`config.mk`:
```
export PLATFORM = sky130hd
export DESIGN_NAME = pbkdf_front
export DESIGN_NICKNAME = d
export VERILOG_FILES = /design/src/hdl/pbkdf_pkg.sv /design/src/hdl/pbkdf_front.sv
export VERILOG_INCLUDE_DIRS = /design/src /design/src/hdl
export SDC_FILE = /design/constraint.sdc
export NUM_CORES = 1
export LEC_CHECK = 0
export BUFFER_PORTS_ARGS = -buffer_cell sky130_fd_sc_hd__buf_2
export CAP_MARGIN = 20
export CORE_AREA = 10 10 91 93
export DETAILED_ROUTE_END_ITERATION = 16
export DIE_AREA = 0 0 101 103
export PLACE_DENSITY = 0.59
export SLEW_MARGIN = 20
export SYNTH_ARGS = -nofsm -noshare
export SYNTH_HDL_FRONTEND = slang
export SYNTH_SLANG_ARGS = --single-unit
```
`constraint.sdc`:
```
create_clock -name clk -period 3.1 [get_ports clk]
set_input_delay 0.62 -clock clk [delete_from_list [all_inputs] [get_ports clk]]
set_output_delay 0.62 -clock clk [all_outputs]
set_load 0.03 [all_outputs]
```
`src/hdl/pbkdf2_hmac_sha512_key_derivation_unit_defines.svh`:
```
// Assertion macros shared by the key derivation unit.
// Each macro expects signals named clk and rst_n in the module that uses it.
`ifndef PBKDF2_HMAC_SHA512_KEY_DERIVATION_UNIT_DEFINES_SVH
`define PBKDF2_HMAC_SHA512_KEY_DERIVATION_UNIT_DEFINES_SVH

// same-cycle implication
`define PBK_ASSERT_IMP(lbl, ante, cons, msg) \
  lbl: assert property (@(posedge clk) disable iff (!rst_n) (ante) |-> (cons)) \
    else $error(msg);

// next-cycle implication
`define PBK_ASSERT_NXT(lbl, ante, cons, msg) \
  lbl: assert property (@(posedge clk) disable iff (!rst_n) (ante) |=> (cons)) \
    else $error(msg);

`endif

```
`src/hdl/pbkdf_pkg.sv`:
```
package pbkdf_pkg;

  typedef logic [63:0]       word_t;
  typedef logic [7:0][63:0]  hash_t;
  typedef logic [15:0][63:0] blk_t;

  // one input beat
  typedef struct packed {
    logic       action;
    logic [7:0] data_byte;
    logic       has_byte;
    logic       segment_last;
  } item_t;

  // queue head as seen by the back end
  typedef struct packed {
    logic  valid;
    item_t item;
  } qhead_t;

  // compression jobs
  typedef enum logic [2:0] {
    OP_PW, OP_IPAD, OP_OPAD, OP_TAIL, OP_OUTER, OP_INNER
  } op_t;

  // back end sequencer
  typedef enum logic [4:0] {
    ST_IDLE, ST_ITEM, ST_PUT, ST_CLOSE, ST_CL_PAD, ST_CL_CHK, ST_CL_LEN, ST_CL_GO,
    ST_IPAD, ST_OPAD, ST_PWCLR, ST_DRV, ST_BLK, ST_RD, ST_WR, ST_TAIL_GO,
    ST_PAD, ST_PAD_CHK, ST_LEN, ST_LEN_GO, ST_OUT_GO, ST_ACC, ST_IN_GO, ST_EMIT,
    ST_DONE, ST_WAIT
  } st_t;

  localparam int QUEUE_DEPTH = 4;

  localparam logic ACT_PASSWORD = 1'b0;
  localparam logic ACT_SALT     = 1'b1;

  localparam logic CFG_ITER   = 1'b0;
  localparam logic CFG_KEYLEN = 1'b1;

  localparam logic [31:0] ITER_RESET   = 32'd2048;
  localparam logic [9:0]  KEYLEN_RESET = 10'd64;

  localparam logic [7:0] IPAD_BYTE = 8'h36;
  localparam logic [7:0] OPAD_BYTE = 8'h5c;
  localparam logic [7:0] PAD_MARK  = 8'h80;

  localparam hash_t SHA_IV = {
    64'h5be0cd19137e2179, 64'h1f83d9abfb41bd6b, 64'h9b05688c2b3e6c1f, 64'h510e527fade682d1,
    64'ha54ff53a5f1d36f1, 64'h3c6ef372fe94f82b, 64'hbb67ae8584caa73b, 64'h6a09e667f3bcc908
  };

  localparam word_t RK [80] = '{
    64'h428a2f98d728ae22, 64'h7137449123ef65cd, 64'hb5c0fbcfec4d3b2f, 64'he9b5dba58189dbbc,
    64'h3956c25bf348b538, 64'h59f111f1b605d019, 64'h923f82a4af194f9b, 64'hab1c5ed5da6d8118,
    64'hd807aa98a3030242, 64'h12835b0145706fbe, 64'h243185be4ee4b28c, 64'h550c7dc3d5ffb4e2,
    64'h72be5d74f27b896f, 64'h80deb1fe3b1696b1, 64'h9bdc06a725c71235, 64'hc19bf174cf692694,
    64'he49b69c19ef14ad2, 64'hefbe4786384f25e3, 64'h0fc19dc68b8cd5b5, 64'h240ca1cc77ac9c65,
    64'h2de92c6f592b0275, 64'h4a7484aa6ea6e483, 64'h5cb0a9dcbd41fbd4, 64'h76f988da831153b5,
    64'h983e5152ee66dfab, 64'ha831c66d2db43210, 64'hb00327c898fb213f, 64'hbf597fc7beef0ee4,
    64'hc6e00bf33da88fc2, 64'hd5a79147930aa725, 64'h06ca6351e003826f, 64'h142929670a0e6e70,
    64'h27b70a8546d22ffc, 64'h2e1b21385c26c926, 64'h4d2c6dfc5ac42aed, 64'h53380d139d95b3df,
    64'h650a73548baf63de, 64'h766a0abb3c77b2a8, 64'h81c2c92e47edaee6, 64'h92722c851482353b,
    64'ha2bfe8a14cf10364, 64'ha81a664bbc423001, 64'hc24b8b70d0f89791, 64'hc76c51a30654be30,
    64'hd192e819d6ef5218, 64'hd69906245565a910, 64'hf40e35855771202a, 64'h106aa07032bbd1b8,
    64'h19a4c116b8d2d0c8, 64'h1e376c085141ab53, 64'h2748774cdf8eeb99, 64'h34b0bcb5e19b48a8,
    64'h391c0cb3c5c95a63, 64'h4ed8aa4ae3418acb, 64'h5b9cca4f7763e373, 64'h682e6ff3d6b2b8a3,
    64'h748f82ee5defb2fc, 64'h78a5636f43172f60, 64'h84c87814a1f0ab72, 64'h8cc702081a6439ec,
    64'h90befffa23631e28, 64'ha4506cebde82bde9, 64'hbef9a3f7b2c67915, 64'hc67178f2e372532b,
    64'hca273eceea26619c, 64'hd186b8c721c0c207, 64'heada7dd6cde0eb1e, 64'hf57d4f7fee6ed178,
    64'h06f067aa72176fba, 64'h0a637dc5a2c898a6, 64'h113f9804bef90dae, 64'h1b710b35131c471b,
    64'h28db77f523047d84, 64'h32caab7b40c72493, 64'h3c9ebe0a15c9bebc, 64'h431d67c49c100d4c,
    64'h4cc5d4becb3e42b6, 64'h597f299cfc657e2a, 64'h5fcb6fab3ad6faec, 64'h6c44198c4a475817
  };

  function automatic word_t rotr(word_t x, int unsigned n);
    return (x >> n) | (x << (64 - n));
  endfunction

  function automatic word_t big_sig0(word_t x);
    return rotr(x, 28) ^ rotr(x, 34) ^ rotr(x, 39);
  endfunction

  function automatic word_t big_sig1(word_t x);
    return rotr(x, 14) ^ rotr(x, 18) ^ rotr(x, 41);
  endfunction

  function automatic word_t sml_sig0(word_t x);
    return rotr(x, 1) ^ rotr(x, 8) ^ (x >> 7);
  endfunction

  function automatic word_t sml_sig1(word_t x);
    return rotr(x, 19) ^ rotr(x, 61) ^ (x >> 6);
  endfunction

  // OR a byte into a big-endian block at byte position pos
  function automatic blk_t put_byte(blk_t b, logic [6:0] pos, logic [7:0] v);
    blk_t r;
    r = b;
    r[pos[6:3]] = b[pos[6:3]] | ({v, 56'h0} >> {pos[2:0], 3'b000});
    return r;
  endfunction

  // final block of a hash whose message after the pad block is one digest
  function automatic blk_t h64_block(hash_t h);
    blk_t r;
    r      = '0;
    r[7:0] = h;
    r[8]   = 64'h8000_0000_0000_0000;
    r[15]  = 64'd1536;
    return r;
  endfunction

  function automatic blk_t xor_pad(blk_t k, logic [7:0] p);
    blk_t r;
    for (int i = 0; i < 16; i++) begin
      r[i] = k[i] ^ {8{p}};
    end
    return r;
  endfunction

endpackage

```
`src/hdl/pbkdf_front.sv`:
```
`include "pbkdf2_hmac_sha512_key_derivation_unit_defines.svh"

module pbkdf_front import pbkdf_pkg::*; (
  input  logic   clk,
  input  logic   rst_n,
  input  logic   start,
  input  item_t  in_item,
  output logic   busy,
  input  logic   pop,
  output qhead_t head
);

  localparam int QPW = $clog2(QUEUE_DEPTH);

  item_t          mem_r [QUEUE_DEPTH];
  logic [QPW-1:0] wp_r, rp_r;
  logic [QPW:0]   cnt_r;
  logic           push;

  // accept while the queue has room
  assign busy = (cnt_r == (QPW+1)'(QUEUE_DEPTH));
  assign push = start && !busy;

  assign head.valid = (cnt_r != '0);
  assign head.item  = mem_r[rp_r];

  always_ff @(posedge clk) begin
    if (push) begin
      mem_r[wp_r] <= in_item;
    end
  end

  always_ff @(posedge clk) begin
    if (!rst_n) begin
      wp_r  <= '0;
      rp_r  <= '0;
      cnt_r <= '0;
    end else begin
      if (push) wp_r <= wp_r + 1'b1;
      if (pop)  rp_r <= rp_r + 1'b1;
      case ({push, pop})
        2'b10:   cnt_r <= cnt_r + 1'b1;
        2'b01:   cnt_r <= cnt_r - 1'b1;
        default: cnt_r <= cnt_r;
      endcase
    end
  end

  `PBK_ASSERT_IMP(a_pop_nonempty, pop, cnt_r != '0, "pop from empty queue")
  `PBK_ASSERT_IMP(a_cnt_bound, 1'b1, cnt_r <= (QPW+1)'(QUEUE_DEPTH), "queue count overrun")
  `PBK_ASSERT_NXT(a_cnt_grow, push && !pop, cnt_r == $past(cnt_r) + 1'b1, "queue count lost")

endmodule

```
# ---- Yosys cells after proc, flatten, opt, wreduce, memory -nomap -nowiden
# Memory sizes are Yosys's and may differ from the RTL's. A register that Yosys moved wholly into a read port is not among the register bits.
# Index checks and enable logic that the tools add are counted.
dict set report op_classes {
  n_reduce_logical 4
  add_sub_neg 4
  eq_ne 3
  muxes 5
}
# op count
set ops {}
lappend ops {{$pmux 3 s2} 1}
lappend ops {{$add 2x1->2 const B} 2}
lappend ops {{$mux 2} 2}
lappend ops {{$add 3x1->3 const B} 1}
lappend ops {{$eq 3x3->1 const B} 1}
lappend ops {{$reduce_bool 3->1} 1}
lappend ops {{$sub 3x1->3 const B} 1}
lappend ops {{$eq 2x1->1 const B} 1}
lappend ops {{$eq 2x2->1 const B} 1}
lappend ops {{$mux 1} 2}
lappend ops {{$reduce_bool 2->1} 1}
lappend ops {{$logic_and 1x1->1} 1}
lappend ops {{$logic_not 1->1} 1}
dict set report word_totals {
  word_cells 20
  memories 1
  ff_bits 7
  ram_bits 44
  out_inout_bits 13
}
# name depth width read_ports rd_ports_with_merged_regs write_ports line
set mem_list {}
lappend mem_list {mem_r 4 11 1 1 1 pbkdf_front.sv:15} ;# item_t mem_r [QUEUE_DEPTH];

# ---- Depth between registers and ports, before layout
# Gate-level depths: netlist of run 1.
dict set report logic_depth {
  depth_word 5
  depth_mapped 10
  ltp_nobuf 9
}

# ---- Worst setup path after synthesis of run 1
# Ideal clock, no wire load.
dict set report synth_path {
  kind {flip-flop to flip-flop}
  startpoint {reg cnt_r[1]}
  endpoint {reg cnt_r[2]}
  path_buffers 1
  arrival_ps 2253
  t_required_ps 3030
  stages_incl_launch_ff 11
  period_less_slack_ps 2323
  path_slack_ps 777
  setup_ps 70
  cell_sequence {dfxtp_1 > nor3b_2 > nor2b_1 > buf_6 > inv_1 > ha_1 > inv_1 > fa_1 > xor2_1 > or3_1 > a21boi_1}
}
dict set report synth_via {
  elab_chain_len 5
}
# element line
set synth_lines {}
lappend synth_lines {{start, declared} pbkdf_front.sv:17} ;# logic [QPW:0] cnt_r;
lappend synth_lines {{start signal, assigned} pbkdf_front.sv:42} ;# 2'b10: cnt_r <= cnt_r + 1'b1;
lappend synth_lines {{start signal, assigned} pbkdf_front.sv:43} ;# 2'b01: cnt_r <= cnt_r - 1'b1;
lappend synth_lines {{start signal, assigned} pbkdf_front.sv:44} ;# default: cnt_r <= cnt_r;
lappend synth_lines {{$eq 3x3->1 (*)} pbkdf_front.sv:21} ;# assign busy = (cnt_r == (QPW+1)'(QUEUE_DEPTH));
lappend synth_lines {{named net busy} pbkdf_front.sv:8} ;# output logic busy,
lappend synth_lines {{$logic_not 1->1 (*)} pbkdf_front.sv:22} ;# assign push = start && !busy;
lappend synth_lines {{$logic_and 1x1->1 (*)} pbkdf_front.sv:22}
lappend synth_lines {{$eq 2x1->1 / $eq 2x2->1 (equally long branches)} pbkdf_front.sv:41} ;# case ({push, pop})
lappend synth_lines {{$pmux 3 s2 / $reduce_bool 2->1 (equally long branches)} n/a}
# The timed path passes the listed nets; every way through them passes the cells marked *.
# A chain may end at the register's enable or synchronous reset.

==> results by group, run 1 <==
Critical path
  • Total buffers and inverters traversed by the critical path: 2
  • Slowest Stage Delay on Critical Path: 0.58 ns
  • Arrival time of the worst setup path: 1.74 ns
  • Launch instance of the worst register-to-register path: cnt_r[2]
  • Critical path type: reg -> out
  • Cell breakdown of the critical path: buf_4 -> mux4_1 -> buf_2
  • Required time reported for the critical path endpoint: 2.48 ns
  • Largest fanout of any net on the critical path: 9
  • Worst setup EP type: output port
  • Slowest cell on the critical path: sky130_fd_sc_hd__mux4_1
  • Worst path top cell family by delay: multiplexers
  • Type of element launching the critical path: flop

Timing
  • Slew @ Worst Pin: 0.643 ns
  • Hold violation total from the final report: 0
  • Setup TNS: 0 ns
  • Max Clock Freq: 424 MHz
  • RSZ-0062 raised after global routing: no
  • Worst setup skew after layout: 0.00803 ns
  • Final-report max-slew violation count: 0
  • Portion of the clock cycle consumed by the worst path in the final layout: 76.1%
  • Number of endpoints failing setup at the final stage: 0
  • Minimum clock period after layout: 2.36 ns
  • Max transition margin: 57.1%

Status
  • Outcome: completed

Logic synthesis
  • Synthesis Warnings: 0
  • Synth Area per Inst: 19.2 sq um
  • Sequential area share after synthesis: 72.5%
  • Synth unique cells: 20
  • FF+latch count, synth: 53
  • Number of cells produced by synthesis: 108
  • Post-synthesis instance area: 2070 sq um
  • Mapped Nets: 129

Detailed routing
  • Via count: 1004
  • Average wire length per cell after detail routing: 16.4 um
  • Drt first pass iters: 3
  • Mean number of vias per cell: 4.58
  • Number of violations reported at the end of detailed-routing iteration 0: 32
  • Antenna-violating nets left: 0
  • Total DRC errors in the routed layout: 0
  • Wire length reported by the detailed router: 3.58 mm

CTS
  • Total setup buffers inserted after CTS: 0
  • Post-CTS clock slew at the launch and capture registers of the worst setup and hold paths: 0.09 ns
  • Count of hold-fix buffers inserted at cts: 0
  • Number of buffers added by the clock tree synthesis step: 5
  • Post-cts gate resize count: 0
  • TritonCTS clock tree: done
  • Clock root buffer: sky130_fd_sc_hd__clkbuf_8
  • # H-tree levels: 2
  • CTS max path bufs: 2
  • Total clock sinks: 53
  • Skew-Pair Late Insertion Delay: 0.29 ns

Placed design
  • Port Buf Inserts: 27
  • Global placement routability congestion: 0.659

Die
  • Area of the core region: 6570 sq um
  • Area of the die: 10400 sq um
  • Number of ports placed on the die boundary: 28
  • Height of the die: 103 um
  • Floorplan die width: 101 um
  • Initial Utilization: 31.5%
  • Cell row count: 30

Power
  • Static leakage power: 0.828 nW
  • Cell Pwr Density: 626 nW/um^2
  • Worst supply voltage drop on vdd: 0.215 mV

Global routing
  • Maximum number of pins on one net before global-route repair: 16
  • Wire length of the first global-routing pass: 5.60 mm
  • Global-route usage over all layers: 7.21%
  • Grt ovf: 0
  • Number of global-route vias before repair: 1101
  • Antenna violations before repair: 0

Finish
  • Synth-to-layout area growth: 14.1%
  • Number of diodes added for antenna fixing: 0
  • Share of final-layout standard cells stronger than drive strength 1: 32.4%
  • Filler Cell Count: 621
  • Finished Core Util: 36.0%
  • Nets: 160

Job
  • Number of maximum-capacitance constraint violations: 0

Hold path
  • Worst min-delay path category: reg -> reg
  • Critical hold path startpoint: wp_r[1]
## stage by stage
stage / instance area (sq um) / total power [W] / std cells / hold slack [ns] / worst slack [ns]
floorplan: 2070 / 0.00107 / 108 / 0.459 / 0.777
global placement: 2280 / 0.00114 / 212 / 0.470 / 0.893
detailed placement: 2280 / 0.00115 / 212 / 0.502 / 0.747
CTS: 2360 / 0.00151 / 219 / 0.515 / 0.692
global route: 2360 / 0.00156 / 219 / 0.522 / 0.613
finish: 2360 / 0.00148 / 219 / 0.505 / 0.739
## tightest hold or removal path: cells and delay by family (launching register included)
| kind | cells | cell delay, ns |
|---|---|---|
| flip-flops | 1 | 0.34 |
| multiplexers | 1 | 0.05 |
| AND/OR/NAND/NOR | 1 | 0.07 |
## power by group
part,total (W),leakage (nW),switching (W),internal [W]
logic,0.000268,0.312,0.000166,0.000102
registers,0.000861,0.478,0.0000294,0.000832
clock network,0.000352,0.0377,0.000200,0.000152
## cells in the mapped netlist, drive strengths merged
cell type / number / area [sq um]
a21boi: 1 / 7.51
and2: 9 / 56.3
mux2i: 2 / 20.0
or3: 2 / 12.5
nor3b: 1 / 12.5
mux4: 11 / 252
nand2: 6 / 22.5
dfxtp: 9 / 180
ha: 5 / 62.6
nor2b: 1 / 6.26
xnor2: 2 / 17.5
clkbuf: 1 / 3.75
buf: 3 / 27.5
o21ai: 2 / 10.0
edfxtp: 44 / 1320
xor2: 2 / 17.5
inv: 6 / 22.5
fa: 1 / 20.0
## layout make-up
cell class / instances / area, sq um / area share, %
tap: 80 / 100 / 4.24
clock buffer: 5 / 68.8 / 2.91
clock inverter: 2 / 11.3 / 0.476
timing repair buffer: 28 / 143 / 6.03
inverter: 6 / 22.5 / 0.953
multi-input combinational: 45 / 517 / 21.9
sequential: 53 / 1500 / 63.5
## worst paths after layout
path	slack [ns]	depth (start not counted)	to
worst min register to register	0.51	2	wp_r[1]
worst max-delay path	0.74	3	head[1]
worst max register to register	0.96	9	cnt_r[2]
worst min-delay path	0.51	2	wp_r[1]
## layer usage
metal / vias to the layer above / global-route usage, % / wire length, um / part of all wire, %
li1: 463 / - / - / -
met1: 511 / 8.21 / 1520 / 42
met2: 26 / 11.7 / 1780 / 50
met3: 4 / 3.22 / 246 / 6.9
met4: 0 / 2.57 / 39 / 1.1
met5: - / 0 / 0 / 0
## flip-flops by register name (all words and copies together), names as in the netlist, named ones only
register and count:
mem_r 44, cnt_r 3, rp_r 2, wp_r 2
## cell families (layout without fill, tap and decap cells)
group | count (synthesis) | after routing | share of synthesized area [%]
and+or+nand+nor | 19 | 19 | 5.31
DFF | 53 | 53 | 72.5
adders and majority gates | 6 | 6 | 3.99
muxes | 13 | 13 | 13.1
AOI/OAI and AO/OA | 3 | 3 | 0.846
xor gates and xnor gates | 4 | 4 | 1.69
buffers and inverters | 10 | 41 | 2.60
## placed cells by master, fill, tap and decap left out
| master | netlist | final |
|---|---|---|
| sky130_fd_sc_hd__a21boi_1 | 1 | 1 |
| sky130_fd_sc_hd__and2_1 | 9 | 9 |
| sky130_fd_sc_hd__buf_2 | 1 | 27 |
| sky130_fd_sc_hd__buf_4 | 0 | 1 |
| sky130_fd_sc_hd__clkbuf_8 | 0 | 5 |
| sky130_fd_sc_hd__clkinv_1 | 0 | 1 |
| sky130_fd_sc_hd__clkinvlp_4 | 0 | 1 |
| sky130_fd_sc_hd__dfxtp_1 | 9 | 9 |
| sky130_fd_sc_hd__edfxtp_1 | 44 | 44 |
| sky130_fd_sc_hd__fa_1 | 1 | 1 |
| sky130_fd_sc_hd__ha_1 | 5 | 5 |
| sky130_fd_sc_hd__inv_1 | 6 | 6 |
| sky130_fd_sc_hd__mux2i_1 | 2 | 2 |
| sky130_fd_sc_hd__mux4_1 | 1 | 1 |
| sky130_fd_sc_hd__mux4_2 | 10 | 10 |
| sky130_fd_sc_hd__nand2_1 | 6 | 6 |
| sky130_fd_sc_hd__nor2b_1 | 1 | 1 |
| sky130_fd_sc_hd__nor3b_2 | 1 | 1 |
| sky130_fd_sc_hd__o21ai_0 | 2 | 2 |
| sky130_fd_sc_hd__or3_1 | 2 | 2 |
| sky130_fd_sc_hd__xnor2_1 | 2 | 2 |
| sky130_fd_sc_hd__xor2_1 | 2 | 2 |
Note: power is estimated with default switching activity, not from simulation.
==> run 2, diff against run 1 <==
- ABC_AREA: unset -> 1
- PLACE_DENSITY: 0.59 -> 0.6
- clock period: 3.1 -> 2.27 ns (I/O delays scaled with it)
==> run 2 against run 1 <==
Power up 35%; via count grew 28%; setup slack got worse by 0.53 ns; sequential cell count did not move; critical endpoint unchanged; sequential power increased by 32%; synthesized cell count rose by 56%; hold slack got worse by 0.14 ns; first-iteration DRC count rose by 97%; critical path depth increased by 1; core utilization increased by 1.0 points; register-to-register slack lost 0.46 ns; non-clock buffer count grew 5.
==> results by group, run 2 <==
Finish
  • Filler Cell Count: 635 (was 621)
  • Multi-input logic area: 492 sq um (was 517 sq um)
  • Post-route insts no fill: 284 (was 219)
  • Finished Core Util: 37.0% (was 36.0%)
  • Synth-to-layout area growth: 16.0% (was 14.1%)
  • Commonest non-fill, non-tap cell in the layout: sky130_fd_sc_hd__edfxtp_1 (unchanged)
  • Nets: 224 (was 160)
  • Registers with the highest flip-flop counts: mem_r (44), cnt_r (3) (unchanged)
  • Number of flip-flops under the largest register name: 44 (unchanged)
  • Share of final-layout standard cells stronger than drive strength 1: 23.0% (was 32.4%)
  • Most frequent cells in the layout: sky130_fd_sc_hd__edfxtp_1, sky130_fd_sc_hd__nor2_1, sky130_fd_sc_hd__buf_2 (was sky130_fd_sc_hd__edfxtp_1, sky130_fd_sc_hd__buf_2, sky130_fd_sc_hd__mux4_2)
  • Reg with most FFs: mem_r (unchanged)
  • Number of diodes added for antenna fixing: 0 (unchanged)
  • FF/Latch Area: 1500 sq um (unchanged)

Logic synthesis
  • Dominant cell by count in the synthesized netlist: sky130_fd_sc_hd__edfxtp_1 (unchanged)
  • Cell type with the highest aggregate area in the netlist: sky130_fd_sc_hd__edfxtp_1 (unchanged)
  • Leading post-synthesis cells by cell area: sky130_fd_sc_hd__edfxtp_1, sky130_fd_sc_hd__dfxtp_1, sky130_fd_sc_hd__nor2_1 (was sky130_fd_sc_hd__edfxtp_1, sky130_fd_sc_hd__mux4_2, sky130_fd_sc_hd__dfxtp_1)
  • Top-area cell type share of the netlist area: 63.0% (was 63.8%)
  • Number of cells produced by synthesis: 169 (was 108)
  • Share of flip-flops with an asynchronous set or reset after synthesis: 0% (unchanged)
  • Main synth FF type: sky130_fd_sc_hd__edfxtp_1 (unchanged)
  • Sequential area share after synthesis: 71.6% (was 72.5%)
  • Leading post-synthesis cells by instance count: sky130_fd_sc_hd__edfxtp_1, sky130_fd_sc_hd__nor2_1, sky130_fd_sc_hd__o21ai_1 (was sky130_fd_sc_hd__edfxtp_1, sky130_fd_sc_hd__mux4_2, sky130_fd_sc_hd__and2_1, sky130_fd_sc_hd__dfxtp_1)
  • Synth Area per Inst: 12.4 sq um (was 19.2 sq um)
  • Synth unique cells: 19 (was 20)
  • Number of flops mapped to enable cells by yosys: 44 (unchanged)
  • Synthesis Warnings: 0 (unchanged)
  • FF+latch count, synth: 53 (unchanged)
  • Mapped Nets: 190 (was 129)
  • Post-synthesis instance area: 2100 sq um (was 2070 sq um)

CTS
  • Clock root buffer: sky130_fd_sc_hd__clkbuf_8 (unchanged)
  • # H-tree levels: 2 (unchanged)
  • Total setup buffers inserted after CTS: 0 (unchanged)
  • Post-CTS clock slew at the launch and capture registers of the worst setup and hold paths: 0.09 ns (about the same)
  • Total clock sinks: 53 (unchanged)
  • CTS max path bufs: 2 (unchanged)
  • TritonCTS clock tree: done (unchanged)
  • Skew-Pair Late Insertion Delay: 0.30 ns (was 0.29 ns)
  • Post-cts gate resize count: 0 (unchanged)
  • Number of buffers added by the clock tree synthesis step: 5 (unchanged)
  • Count of hold-fix buffers inserted at cts: 0 (unchanged)

Global routing
  • Wire length of the first global-routing pass: 6.03 mm (was 5.60 mm)
  • Number of global-route vias before repair: 1282 (was 1101)
  • Global Route met1 Usage: 8.41% (was 8.21%)
  • Most Used Layer, Global Route: met2 (unchanged)
  • Global-route usage over all layers: 7.49% (was 7.21%)
  • Met3 capacity usage during global routing: 2.75% (was 3.22%)
  • Maximum number of pins on one net before global-route repair: 23 (was 16)
  • Antenna violations before repair: 0 (unchanged)
  • Grt ovf: 0 (unchanged)
  • GRT met2 Usage: 12.8% (was 11.7%)

Die
  • Number of ports placed on the die boundary: 28 (unchanged)
  • Height of the die: 103 um (unchanged)
  • Initial Utilization: 31.9% (was 31.5%)
  • Cell row count: 30 (unchanged)
  • Area of the core region: 6570 sq um (unchanged)
  • Area of the die: 10400 sq um (unchanged)
  • Floorplan die width: 101 um (unchanged)

Timing
  • Slew @ Worst Pin: 0.396 ns (was 0.643 ns)
  • RSZ-0062 raised after global routing: no (unchanged)
  • Final-report max-slew violation count: 0 (unchanged)
  • Portion of the clock cycle consumed by the worst path in the final layout: 90.8%
  • Hold violation total from the final report: 0 (unchanged)
  • Max Clock Freq: 485 MHz
  • Worst setup skew after layout: 0.00395 ns (was 0.00803 ns)
  • Minimum clock period after layout: 2.06 ns
  • Setup TNS: 0 ns (unchanged)
  • Number of endpoints failing setup at the final stage: 0 (unchanged)
  • Worst Setup Slack, final: 0.209 ns (was 0.739 ns)
  • Max transition margin: 73.6% (was 57.1%)

Critical path
  • Critical path type: reg -> out (unchanged)
  • Largest fanout of any net on the critical path: 14 (was 9)
  • Worst setup EP type: output port (unchanged)
  • Arrival time of the worst setup path: 1.61 ns (was 1.74 ns)
  • Type of element launching the critical path: flop (unchanged)
  • Launch instance of the worst register-to-register path: cnt_r[0] (was cnt_r[2])
  • Required time reported for the critical path endpoint: 1.82 ns (was 2.48 ns)

Power
  • Worst supply voltage drop on vdd: 0.520 mV (was 0.215 mV)
  • Net switching share of the total power: 27.9% (was 26.7%)
  • Sw power: 0.000558 W (was 0.000395 W)
  • Static leakage power: 0.918 nW (was 0.828 nW)
  • Total internal power: 0.00144 W (was 0.00109 W)
  • Fraction of power consumed by combinational cells: 16.4% (was 18.1%)
  • Part of the power in registers: 57.2% (was 58.1%)
  • Cell Pwr Density: 823 nW/um^2 (was 626 nW/um^2)
  • Clk network pwr share: 26.5% (was 23.8%)

Detailed routing
  • Mean number of vias per cell: 4.53 (was 4.58)
  • Average wire length per cell after detail routing: 13.4 um (was 16.4 um)
  • Number of violations reported at the end of detailed-routing iteration 0: 63 (was 32)
  • Via count: 1287 (was 1004)
  • Wire length reported by the detailed router: 3.79 mm (was 3.58 mm)
  • Antenna-violating nets left: 0 (unchanged)
  • Drt first pass iters: 3 (unchanged)
  • Total DRC errors in the routed layout: 0 (unchanged)

Placed design
  • Pre-CTS setup slack: 0.471 ns (was 0.747 ns)
  • Total placed cells including tap cells: 276 (was 212)
  • Post-DP HPWL: 2.60 mm
  • Port Buf Inserts: 27 (unchanged)
  • Global placement routability congestion: 0.720 (was 0.659)

Job
  • Number of maximum-capacitance constraint violations: 0 (unchanged)

Status
  • Outcome: completed (unchanged)

Hold path
  • Worst min-delay path category: in -> reg (was reg -> reg)
  • Critical hold path startpoint: in_item[7] (was wp_r[1])
-- run 2: cell count changes after synthesis, moves of 4 or more --
cell | before | now
sky130_fd_sc_hd__a21oi_1 | 0 | 5
sky130_fd_sc_hd__nor2_1 | 0 | 31
sky130_fd_sc_hd__inv_2 | 0 | 5
sky130_fd_sc_hd__inv_1 | 6 | 11
sky130_fd_sc_hd__o22ai_1 | 0 | 11
sky130_fd_sc_hd__o21ai_0 | 2 | 8
sky130_fd_sc_hd__buf_4 | 0 | 4
sky130_fd_sc_hd__and2_1 | 9 | 0
sky130_fd_sc_hd__o21ai_1 | 0 | 18
sky130_fd_sc_hd__mux4_2 | 10 | 0
-- run 2: path summary, 6_finish.rpt --
kind	to	slack, ns	depth (start not counted)
worst max-delay path	head[1]	0.21	4
worst min-delay path	mem_r[3][7]	0.36	1
worst max register to register	cnt_r[2]	0.50	12
worst min register to register	rp_r[1]	0.45	1
-- run 2: cells by family (layout without fill, tap and decap cells) --
group / Yosys count / count (layout) / share of synthesized area (%)
buffers and inverters: 23 / 58 / 4.95
AO/OA/AOI/OAI: 42 / 42 / 10.7
flip-flops: 53 / 53 / 71.6
AND/OR/NAND/NOR: 45 / 45 / 8.83
adder cells (fa/ha/maj): 6 / 6 / 3.94
-- run 2: through the flow --
step | hold WS (ns) | area (sq um) | total power [W]
final | 0.363 | 2430 | 0.00200
after floorplan | 0.412 | 2100 | 0.00139
after global routing | 0.349 | 2430 | 0.00211
after global placement | 0.426 | 2340 | 0.00150
after detailed placement | 0.427 | 2340 | 0.00150
after CTS | 0.354 | 2430 | 0.00203
-- run 2: area by class of cell --
class,count,share of cell area (%)
Timing Repair Buffer,33,7.41
Clock inverter,3,1.08
Multi-Input combinational cell,93,20.2
Sequential cell,53,61.7
Tap cell,80,4.12
Inverter,17,2.62
Clock buffer,5,2.83
-- run 2: power by group through the flow --
stage	clock network, W	registers [W]	logic [W]
after global routing	0.000590	0.00115	0.000365
after floorplan	0	0.00116	0.000231
after CTS	0.000549	0.00115	0.000335
after detailed placement	0	0.00117	0.000335
after global placement	0	0.00117	0.000331
final	0.000530	0.00114	0.000328
-- run 2: worst max-delay path: stages, from the launching register on --
cell and delay [ns]:
sky130_fd_sc_hd__dfxtp_1 0.52, sky130_fd_sc_hd__buf_4 0.27, sky130_fd_sc_hd__o21ai_0 0.11, sky130_fd_sc_hd__o22ai_1 0.18, sky130_fd_sc_hd__buf_2 0.23
-- run 2: per-layer routing --
layer / routed length [um] / up-vias
met5: 0 / -
met4: 50 / 0
met3: 149 / 5
met2: 1840 / 20
met1: 1750 / 596
li1: - / 666
